`src/rtl/core/pra_pkg.sv`:
```
package pra_pkg;

  // Default geometry
  localparam int PAGE_BYTES_DEF = (2 << 8);
  localparam int MEM_BYTES_DEF  = (2 << 17);

  // Field widths
  localparam int ACTION_W = 2;
  localparam int REQ_W    = 19;
  localparam int ADDR_W   = 18;
  localparam int FREED_W  = 19;
  localparam int STATUS_W = 2;

  typedef enum logic [ACTION_W-1:0] {
    ACT_ALLOC = 2'd0,
    ACT_FREE  = 2'd1,
    ACT_CLEAN = 2'd2
  } action_t;

  typedef enum logic [STATUS_W-1:0] {
    ST_OK      = 2'd0,
    ST_NOSPACE = 2'd1,
    ST_BADADDR = 2'd2
  } status_t;

  typedef struct packed {
    logic [ACTION_W-1:0] action;
    logic [REQ_W-1:0]    request_bytes;
    logic [ADDR_W-1:0]   free_address;
  } req_t;

  typedef struct packed {
    status_t             status;
    logic [ADDR_W-1:0]   alloc_address;
    logic [FREED_W-1:0]  freed_bytes;
  } res_t;

endpackage

```
`src/rtl/core/pra_seq.sv`:
```
module pra_seq #(
  parameter int PAGE_BYTES = 512,
  parameter int MEM_BYTES  = 262144,
  parameter int IDX_W      = 9,
  parameter int CNT_W      = 10
) (
  input  logic               clk,
  input  logic               rst,
  input  logic               start,
  input  pra_pkg::req_t      req,
  output logic               idle,
  output logic               done,
  input  logic               done_ready,
  output pra_pkg::res_t      res,
  output logic               map_we,
  output logic [IDX_W-1:0]   map_waddr,
  output logic [CNT_W-1:0]   map_wdata,
  output logic [IDX_W-1:0]   map_raddr,
  input  logic [CNT_W-1:0]   map_rdata
);

  import pra_pkg::*;

  localparam int NPAGES    = MEM_BYTES / PAGE_BYTES;
  localparam int BYTES_RAW = $clog2(MEM_BYTES + PAGE_BYTES + 1);
  localparam int BW        = (BYTES_RAW > REQ_W) ? BYTES_RAW : REQ_W;
  localparam bit PB_POW2   = (PAGE_BYTES & (PAGE_BYTES - 1)) == 0;
  localparam int PB_LOG    = $clog2(PAGE_BYTES);
  localparam bit ONE_PAGE  = (NPAGES == 1);

  localparam logic [BW-1:0]     PB_B   = BW'(PAGE_BYTES);
  localparam logic [BW-1:0]     MEM_B  = BW'(MEM_BYTES);
  localparam logic [IDX_W-1:0]  LAST   = IDX_W'(NPAGES - 1);
  localparam logic [IDX_W-1:0]  IDX_1  = IDX_W'(1);
  localparam logic [CNT_W-1:0]  CNT_1  = CNT_W'(1);
  localparam logic [ADDR_W-1:0] OFFS_M = ADDR_W'(PAGE_BYTES - 1);

  typedef enum logic [10:0] {
    S_INIT  = 11'b000_0000_0001,
    S_IDLE  = 11'b000_0000_0010,
    S_SCAN  = 11'b000_0000_0100,
    S_MARK  = 11'b000_0000_1000,
    S_FIND  = 11'b000_0001_0000,
    S_FLEN  = 11'b000_0010_0000,
    S_FCHK  = 11'b000_0100_0000,
    S_BACK  = 11'b000_1000_0000,
    S_CLEAR = 11'b001_0000_0000,
    S_CLEAN = 11'b010_0000_0000,
    S_DONE  = 11'b100_0000_0000
  } state_t;

  state_t            state;
  logic [IDX_W-1:0]  p;          // walk pointer: init, scan, mark, back count, clear, clean
  logic [IDX_W-1:0]  idx;        // page being freed
  logic [IDX_W-1:0]  mark_end;
  logic [BW-1:0]     bytes_req;
  logic [ADDR_W-1:0] addr_req;
  logic [BW-1:0]     pbytes;     // byte offset tracking p or idx
  logic [CNT_W-1:0]  run;        // free run so far, or pages cleared
  logic [BW-1:0]     run_bytes;  // free run bytes, or bytes cleared
  logic [CNT_W-1:0]  len;
  logic [CNT_W-1:0]  modcnt;     // matching entries below, modulo len

  // Shared step unit: one map entry evaluated per cycle
  logic              ent_zero;
  logic              ent_eq;
  logic [CNT_W-1:0]  run_inc;
  logic [BW-1:0]     runb_inc;
  logic              fits;
  logic [CNT_W-1:0]  mc_inc;
  logic [BW-1:0]     addr_ext;
  logic [IDX_W-1:0]  run_start;

  always_comb begin
    ent_zero  = (map_rdata == '0);
    ent_eq    = (map_rdata == len);
    run_inc   = run + CNT_1;
    runb_inc  = run_bytes + PB_B;
    fits      = (runb_inc >= bytes_req);
    mc_inc    = (CNT_W'(modcnt + CNT_1) == len) ? '0 : CNT_W'(modcnt + CNT_1);
    addr_ext  = BW'(addr_req);
    run_start = p - IDX_W'(run);
  end

  // Map port steering
  always_comb begin
    map_we    = 1'b0;
    map_waddr = p;
    map_wdata = '0;
    map_raddr = p;
    case (state)
      S_INIT:  begin
        map_we    = 1'b1;
        map_wdata = (p == '0) ? CNT_1 : '0;
      end
      S_IDLE:  map_raddr = IDX_1;
      S_SCAN:  map_raddr = p + IDX_1;
      S_MARK:  begin
        map_we    = 1'b1;
        map_wdata = len;
      end
      S_FLEN:  map_raddr = idx;
      S_FCHK:  map_raddr = idx - IDX_1;
      S_BACK:  map_raddr = p - IDX_1;
      S_CLEAR: map_we = 1'b1;
      S_CLEAN: map_we = 1'b1;
      default: map_we = 1'b0;
    endcase
  end

  assign idle = (state == S_IDLE);
  assign done = (state == S_DONE);

  // Sequencer
  always_ff @(posedge clk) begin
    if (rst) begin
      state <= S_INIT;
      p     <= '0;
    end else begin
      case (state)
        // Clearing pass after reset
        S_INIT: begin
          if (p == LAST) begin
            state <= S_IDLE;
          end else begin
            p <= p + IDX_1;
          end
        end

        S_IDLE: begin
          if (start) begin
            res.alloc_address <= '0;
            res.freed_bytes   <= '0;
            bytes_req <= BW'(req.request_bytes);
            addr_req  <= req.free_address;
            case (req.action)
              ACT_ALLOC: begin
                if (req.request_bytes == '0 || BW'(req.request_bytes) > MEM_B || ONE_PAGE) begin
                  res.status <= ST_NOSPACE;
                  state      <= S_DONE;
                end else begin
                  res.status <= ST_OK;
                  p          <= IDX_1;
                  pbytes     <= PB_B;
                  run        <= '0;
                  run_bytes  <= '0;
                  state      <= S_SCAN;
                end
              end
              ACT_FREE: begin
                if (req.free_address == '0 || BW'(req.free_address) >= MEM_B) begin
                  res.status <= ST_BADADDR;
                  state      <= S_DONE;
                end else if (PB_POW2) begin
                  if ((req.free_address & OFFS_M) != '0) begin
                    res.status <= ST_BADADDR;
                    state      <= S_DONE;
                  end else begin
                    res.status <= ST_OK;
                    idx        <= IDX_W'(req.free_address >> PB_LOG);
                    state      <= S_FLEN;
                  end
                end else begin
                  res.status <= ST_OK;
                  idx        <= IDX_1;
                  pbytes     <= PB_B;
                  state      <= S_FIND;
                end
              end
              ACT_CLEAN: begin
                res.status <= ST_OK;
                if (ONE_PAGE) begin
                  state <= S_DONE;
                end else begin
                  p     <= IDX_1;
                  state <= S_CLEAN;
                end
              end
              default: begin
                res.status <= ST_OK;
                state      <= S_DONE;
              end
            endcase
          end
        end

        // First-fit scan, one entry a cycle
        S_SCAN: begin
          if (ent_zero && fits) begin
            len      <= run_inc;
            mark_end <= p;
            p        <= run_start;
            res.alloc_address <= ADDR_W'(pbytes - run_bytes);
            state    <= S_MARK;
          end else if (p == LAST) begin
            res.status <= ST_NOSPACE;
            state      <= S_DONE;
          end else begin
            p         <= p + IDX_1;
            pbytes    <= pbytes + PB_B;
            run       <= ent_zero ? run_inc : '0;
            run_bytes <= ent_zero ? runb_inc : '0;
          end
        end

        S_MARK: begin
          if (p == mark_end) begin
            state <= S_DONE;
          end else begin
            p <= p + IDX_1;
          end
        end

        // Page index by stepping byte offsets (non power of two pages)
        S_FIND: begin
          if (pbytes == addr_ext) begin
            state <= S_FLEN;
          end else if (pbytes > addr_ext) begin
            res.status <= ST_BADADDR;
            state      <= S_DONE;
          end else begin
            idx    <= idx + IDX_1;
            pbytes <= pbytes + PB_B;
          end
        end

        S_FLEN: state <= S_FCHK;

        S_FCHK: begin
          len <= map_rdata;
          if (ent_zero) begin
            res.status <= ST_BADADDR;
            state      <= S_DONE;
          end else begin
            p      <= idx - IDX_1;
            modcnt <= '0;
            state  <= S_BACK;
          end
        end

        // Count equal entries below, modulo the run length
        S_BACK: begin
          if (!ent_eq || p == '0) begin
            if ((ent_eq ? mc_inc : modcnt) == '0) begin
              p         <= idx;
              run       <= '0;
              run_bytes <= '0;
              state     <= S_CLEAR;
            end else begin
              res.status <= ST_BADADDR;
              state      <= S_DONE;
            end
          end else begin
            modcnt <= mc_inc;
            p      <= p - IDX_1;
          end
        end

        S_CLEAR: begin
          run       <= run_inc;
          run_bytes <= runb_inc;
          if (run_inc == len || p == LAST) begin
            res.freed_bytes <= FREED_W'(runb_inc);
            state           <= S_DONE;
          end else begin
            p <= p + IDX_1;
          end
        end

        S_CLEAN: begin
          if (p == LAST) begin
            state <= S_DONE;
          end else begin
            p <= p + IDX_1;
          end
        end

        S_DONE: begin
          if (done_ready) begin
            state <= S_IDLE;
          end
        end

        default: state <= S_IDLE;
      endcase
    end
  end

  // Checks
  a_start_idle: assert property (@(posedge clk) disable iff (rst) start |-> idle)
    else $error("request taken while sequencer busy");

  a_done_hold: assert property (@(posedge clk) disable iff (rst)
    (done && !done_ready) |=> done)
    else $error("result dropped before hand-off");

  a_mark_len: assert property (@(posedge clk) disable iff (rst)
    (state == S_MARK) |-> (map_wdata != '0))
    else $error("run marked with zero length");

  a_fail_zero: assert property (@(posedge clk) disable iff (rst)
    (done && res.status != ST_OK) |-> (res.alloc_address == '0 && res.freed_bytes == '0))
    else $error("failed request carries nonzero result fields");

endmodule

```
`config.mk`:
```
export PLATFORM = sky130hd
export DESIGN_NAME = pra_seq
export DESIGN_NICKNAME = d
export VERILOG_FILES = /design/src/rtl/core/pra_pkg.sv /design/src/rtl/core/pra_seq.sv
export SDC_FILE = /design/constraint.sdc
export NUM_CORES = 1
export LEC_CHECK = 0
export BUFFER_PORTS_ARGS = -buffer_cell sky130_fd_sc_hd__buf_2
export CAP_MARGIN = 20
export CORE_AREA = 2 2 114 171
export DETAILED_ROUTE_END_ITERATION = 10
export DIE_AREA = 0 0 116 173
export PLACE_DENSITY = 0.76
export SLEW_MARGIN = 20
export SYNTH_ARGS = -nofsm -noshare
export SYNTH_HDL_FRONTEND = slang
export SYNTH_SLANG_ARGS = --single-unit
```
`constraint.sdc`:
```
create_clock -name clk -period 8.4 [get_ports clk]
set_input_delay 0.42 -clock clk [delete_from_list [all_inputs] [get_ports clk]]
set_output_delay 0.42 -clock clk [all_outputs]
set_load 0.01 [all_outputs]
```
# Yosys cells after proc, flatten, opt, wreduce, memory -nomap -nowiden
# Index checks and enable logic that the tools add are counted.
dict set report op_classes {
  order_cmp 3
  reduce_logical 35
  n_mux 89
  add_sub_neg 10
  n_bitwise 1
  eq_ne 48
}
# op count
set op_table {}
lappend op_table {{$mux W19} 16}
lappend op_table {{$mux W11} 15}
lappend op_table {{$mux W9} 15}
lappend op_table {{$mux W10} 13}
lappend op_table {{$pmux W11 S11} 1}
lappend op_table {{$pmux W19 S4} 1}
lappend op_table {{$pmux W9 S7} 1}
lappend op_table {{$pmux W10 S2} 3}
lappend op_table {{$pmux W19 S3} 1}
lappend op_table {{$pmux W9 S5} 1}
lappend op_table {{$ne A2 B2 Y1 const B} 22}
lappend op_table {{$pmux W10 S4} 1}
lappend op_table {{$mux W39} 1}
lappend op_table {{$add A19 B10 Y19 const B} 2}
lappend op_table {{$pmux W19 S2} 1}
lappend op_table {{$pmux W18 S2} 1}
lappend op_table {{$pmux W9 S2} 2}
lappend op_table {{$pmux W11 S3} 1}
lappend op_table {{$eq A10 B10 Y1} 3}
lappend op_table {{$add A10 B1 Y10 const B} 2}
lappend op_table {{$logic_not A10 Y1} 2}
lappend op_table {{$eq A19 B18 Y1} 1}
lappend op_table {{$ge A19 B19 Y1} 1}
lappend op_table {{$gt A19 B18 Y1} 1}
lappend op_table {{other kinds (50)} 78}
dict set report word_totals {
  regBits 182
  output_inout_bits 70
  wordCells 200
  inputBits 53
}

# Longest topological paths before layout
dict set report depth {
  word_depth 8
  ltp_mapped 16
  ltp_nobuf 15
}

# Least setup slack after synthesis
# No wires, ideal clock.
dict set report synth_timing {
  kind {reg2reg}
  startpoint {register run_bytes[11]}
  endpoint {register run[0] (enable)}
  path_stages_with_launch 15
  t_arrival_ns 3.830
  synth_period_minus_slack_ns 4.240
  n_path_buf 0
  setup_time_ns 0.409
  slack_ns 4.160
  required_ns 7.991
  path_cell_list {edfxtp_1 inv_1 nor3_1 and3_1 nand3_1 xor2_1 inv_1 ha_1 a211oi_1 nand3_1 nor3_1 nor2_1 o21ai_0 nand3_1 a31oi_1}
}
dict set report synth_between {
  elab_chain_len 5
}
# item line_no
set synth_rtl {}
lappend synth_rtl {{start: declaration} pra_seq.sv:60} ;# logic [BW-1:0] run_bytes;
lappend synth_rtl {{start signal: assignment} pra_seq.sv:202} ;# run_bytes <= ent_zero ? runb_inc : '0;
lappend synth_rtl {{start signal: assignment} pra_seq.sv:261} ;# run_bytes <= runb_inc;
lappend synth_rtl {{$add A19 B10 Y19} pra_seq.sv:78} ;# runb_inc = run_bytes + PB_B;
lappend synth_rtl {{via runb_inc[18]} pra_seq.sv:68} ;# logic [BW-1:0] runb_inc;
lappend synth_rtl {{$ge A19 B19 Y1} pra_seq.sv:79} ;# fits = (runb_inc >= bytes_req);
lappend synth_rtl {{$logic_and A1 B1 Y1} pra_seq.sv:189} ;# if (ent_zero && fits) begin
lappend synth_rtl {{$ne A2 B2 Y1 (no line)} -}
lappend synth_rtl {{$reduce_and A9 Y1 (no line)} -}
lappend synth_rtl {{end signal: assignment} pra_seq.sv:201} ;# run <= ent_zero ? run_inc : '0;
lappend synth_rtl {{end signal: assignment} pra_seq.sv:260} ;# run <= run_inc;
lappend synth_rtl {{end: declaration} pra_seq.sv:59} ;# logic [CNT_W-1:0] run;
# The timed path passes the listed nets, and every way through them passes these cells.
# A chain may end at the register's enable or synchronous reset.

# Final worst setup path
dict set report layout_timing {
  startpoint {register run_bytes[12]}
  endpoint {register pbytes[15] (enable)}
}
dict set report layout_between {
  elab_chain_len 5
}
# item line_no
set layout_rtl {}
lappend layout_rtl {{$add A19 B10 Y19} pra_seq.sv:78}
lappend layout_rtl {{via runb_inc[18]} pra_seq.sv:68}
lappend layout_rtl {{$ge A19 B19 Y1} pra_seq.sv:79}
lappend layout_rtl {{$logic_and A1 B1 Y1} pra_seq.sv:189}
lappend layout_rtl {{$ne A2 B2 Y1 (no line)} -}
lappend layout_rtl {{$reduce_and A9 Y1 (no line)} -}
lappend layout_rtl {{end signal: assignment} pra_seq.sv:200} ;# pbytes <= pbytes + PB_B;
lappend layout_rtl {{end signal: assignment} pra_seq.sv:223} ;# pbytes <= pbytes + PB_B;
lappend layout_rtl {{end: declaration} pra_seq.sv:58} ;# logic [BW-1:0] pbytes;
# The timed path passes the listed nets, and every way through them passes these cells.

==> impl_results.md <==
- Root buf cell: clkbuf_16
- Outcome: complete, no violations
- Total grt overflow: 0
- Final Util: 61.9%
- Synth warn: 0
- FMAX: 0.217 GHz
- Post-synth ARST share: 0%
- CTS tree: built
- Final Setup Violations: 0
- Worst Reg2Reg Path Length in Cells: 14
- Initial DRC Count: 853
- Clk_skew: approximately 0.016 ns
- Synth area leader: edfxtp_1
- Hold Startpoint: req[21]
- Core Region: approximately 18000 um2
- Worst hold path depth: 1
- Crit end category: flip-flop
- Vias per cell: ~6.1
- Setup TNS: 0 ns
- Post-CTS setup buffers: 0
- WP data arrival: 4.66 ns
- Die area: about 20000 um2
- Final hold violation count: 0
- Yosys reg bits: 146
- Yosys top cell area share: 37.1%
- CTS sink cnt: 146
- Worst R2R Start: run_bytes[12]$_SDFFCE_PP0P_
- RePlAce Congestion: 0.960
- Number of synthesized flops with an enable pin: 126
- WHS: 0.171 ns
- Worst IR Drop VDD: 0.000138 V
- Die Wd: 116 um
- Syn Inst Count: approximately 1100
- Final instance area: 11400 um2
- CP Max Fanout: 10
- # nets final: between 1000 and 1500
- Final HPWL DP: 20900 um
- Fillers: approximately 1600
- Chip height: 173 um
- Post-CTS Hold Fix Bufs: 0
- CTS max path bufs: 2
- Kind of critical path: reg2reg
- Cts repair resizes: 0
- Vias in the first global route: ~8500
- DR vias: 8723
- Area occupied by multi-input gates: 5520 um2
- Initial antenna violation count: 0
- Area Growth Syn to Fin: 12.1%
- I/O Buffers: 104
- Worst-path clk slew: 0.07 ns
- Largest net degree at the start of global routing: 38
- Min-delay worst type: in2reg
- Io pins: 123
- Final Critical Period: 4.60 ns
- Post-Syn Area per Cell: 9.43 um2
- Worst reg-to-reg setup slack: approximately 3.8 ns
- Placed Instance Area: 10800 um2
- Maxcap violations: 0
- Final ANT Viol Nets: 0
- WHS Endpoint: bytes_req[3]$_DFFE_PP_
- Critical path origin: run_bytes[12]$_SDFFCE_PP0P_
- P_leak: 4.44 nW
- Slew @ Worst Pin: roughly 1.1 ns
- TritonRoute pass-1 iters: 6
- Gr usage total: 28.5%
- Later-pin clock latency in the skew report: 0.44 ns
- CTS H-tree lvls: 4
- Final WL: 28300 um
- Period utilization: between 50 and 60%
- TritonCTS Buffers: 17
- Seq/Total Area, Yosys: about 41%
- Slew headroom: 24.7%
- WP data required: 8.46 ns
- Share of layout cells above drive strength 1: 15.5%
- Post-Syn Area: about 10000 um2
- Top area cells in the synthesized netlist: edfxtp_1 37%, xnor2_1 5.8%, ha_1 5.8%
- Post-synth top flop: edfxtp_1
- Drt drc: 0
- Slew Limit Fails: 0
- Total power: 1.82 mW
- Cell Rows: 61
- Pwr/cell area: 159 nW/um2
- FF-to-FF End: pbytes[15]$_SDFFCE_PN0P_
- CP Launch Type: flip-flop
- First-pass GRT wire length: around 44000 um
- Register area: 4180 um2
- Initial Util: between 50% and 60%
- Antenna Cells: 0
- Unrepaired setup endpoints after global routing: false
- Post-synthesis cell type count: 86
- Drt wl/cell: 19.9 um
[flip-flops by register name (all words and copies together), names as in the netlist]
signal	cells
res	21
pbytes	10
run_bytes	10
mark_end	9
modcnt	10
idx	9
map_waddr	9
addr_req	18
state	11
run	10
bytes_req	19
len	10
[synthesized netlist by cell type, types with 4 or more instances]
master      n
o221ai_1    4
or3_1       6
a21oi_1    53
nand3_1    49
mux2_2      4
nand4b_1    7
nand2_1    67
xor2_1     34
clkbuf_1   35
buf_2      13
nand2b_1    8
and4_1      6
and3_1     11
nand3b_1    4
nor3b_1     5
buf_4      20
inv_1      63
mux2i_1     7
edfxtp_1  126
a211o_1     5
a22oi_1     5
o21ai_0    37
o22ai_1     6
a31o_2      4
nand4_1    15
and2_1     20
dfxtp_1    20
nor4_1     22
ha_1       47
o32ai_1     6
nor3_1     36
xnor3_1     6
a221o_1     5
xnor2_1    68
or2_2       4
o21a_1      8
or4_4       4
or4_1       9
a221oi_1    7
nor2_1    128
a31oi_1     7
nor2b_1    20
a211oi_1   10
[per-layer routing]
| layer | global-route usage (%) | up-vias | part of all wire (%) |
|---|---|---|---|
| met5 | 0 | - | 0 |
| met4 | 14.5 | 0 | 5.1 |
| met3 | 3.40 | 104 | 5.5 |
| met2 | 48.6 | 404 | 51 |
| met1 | 35.0 | 4139 | 39 |
| li1 | - | 4076 | - |
[worst max-delay path by stage]
stage / end / slack (ns) / cells after the start
6_report: pbytes[15]$_SDFFCE_PN0P_ / 3.80 / 14
5_1_grt: pbytes[12]$_SDFFCE_PN0P_ / 3.36 / 14
4_1_cts: run[1]$_SDFFCE_PP0P_ / 3.65 / 14
3_5_place_dp: run[5]$_SDFFCE_PP0P_ / 3.71 / 14
3_3_place_gp: run[1]$_SDFFCE_PP0P_ / 3.95 / 14
2_1_floorplan: run[0]$_SDFFCE_PP0P_ / 4.16 / 14
[logic make-up (layout without fill, tap and decap cells)]
logic type / after synthesis / in the layout / share of synthesized area, %
xor gates and xnor gates: 109 / 109 / 10.2
other: 1 / 18 / 0.0367
buffers and inverters: 137 / 210 / 6.01
and+or+nand+nor: 438 / 438 / 22.9
muxes: 11 / 11 / 1.13
DFF: 146 / 146 / 41.0
adders and majority gates: 48 / 48 / 5.96
AOI/OAI and AO/OA: 192 / 192 / 12.7
[per-stage QoR]
stage | cells | setup slack, ns
2_1_floorplan | 1099 | 4.16
3_3_place_gp | 1391 | 3.95
3_5_place_dp | 1391 | 3.71
4_1_cts | 1423 | 3.65
5_1_grt | 1424 | 3.36
6_report | 1424 | 3.80
[worst max-delay path, stage by stage (launching register included)]
cell and delay [ns]:
edfxtp_1 0.37, inv_1 0.09, nor3_1 0.33, and3_1 0.28
nand3_1 0.10, xor2_1 0.25, inv_1 0.08, ha_1 0.29
a211oi_1 0.30, nand3_1 0.14, nor3_1 0.64, nor2_1 0.22
o21ai_0 0.23, nand3_1 0.18, a21oi_1 0.73
[cell type report]
type | count | area share (%)
repair buffers | 112 | 5.07
flip-flops and latches | 146 | 36.6
multi-input cells | 816 | 48.2
well taps | 252 | 2.76
inverters | 66 | 2.17
clock buffers | 17 | 3.72
clock inverters | 15 | 1.50
[report_power, final]
part | leakage, nW | switching (mW) | internal [mW]
sequential | 1.29 | 0.0214 | 0.790
combinational | 2.85 | 0.143 | 0.0916
clock | 0.295 | 0.370 | 0.404
total | 4.44 | 0.535 | 1.28
[placed cells by master (no fill, tap or decap), types with 8 or more instances in the layout]
cell,instances
nand2b_1,8
and2_1,20
o21a_1,8
edfxtp_1,126
nand2_1,67
inv_1,63
nor2b_1,20
nor3_1,36
clkbuf_16,17
nand3_1,49
dfxtp_1,20
nor4_1,20
xnor2_1,68
conb_1,18
or4_1,9
and3_1,11
nor2_1,127
xor2_1,34
a21oi_1,53
nand4_1,15
a211oi_1,10
ha_1,47
buf_2,104
o21ai_0,37
Power figures use the tool's default switching activity.
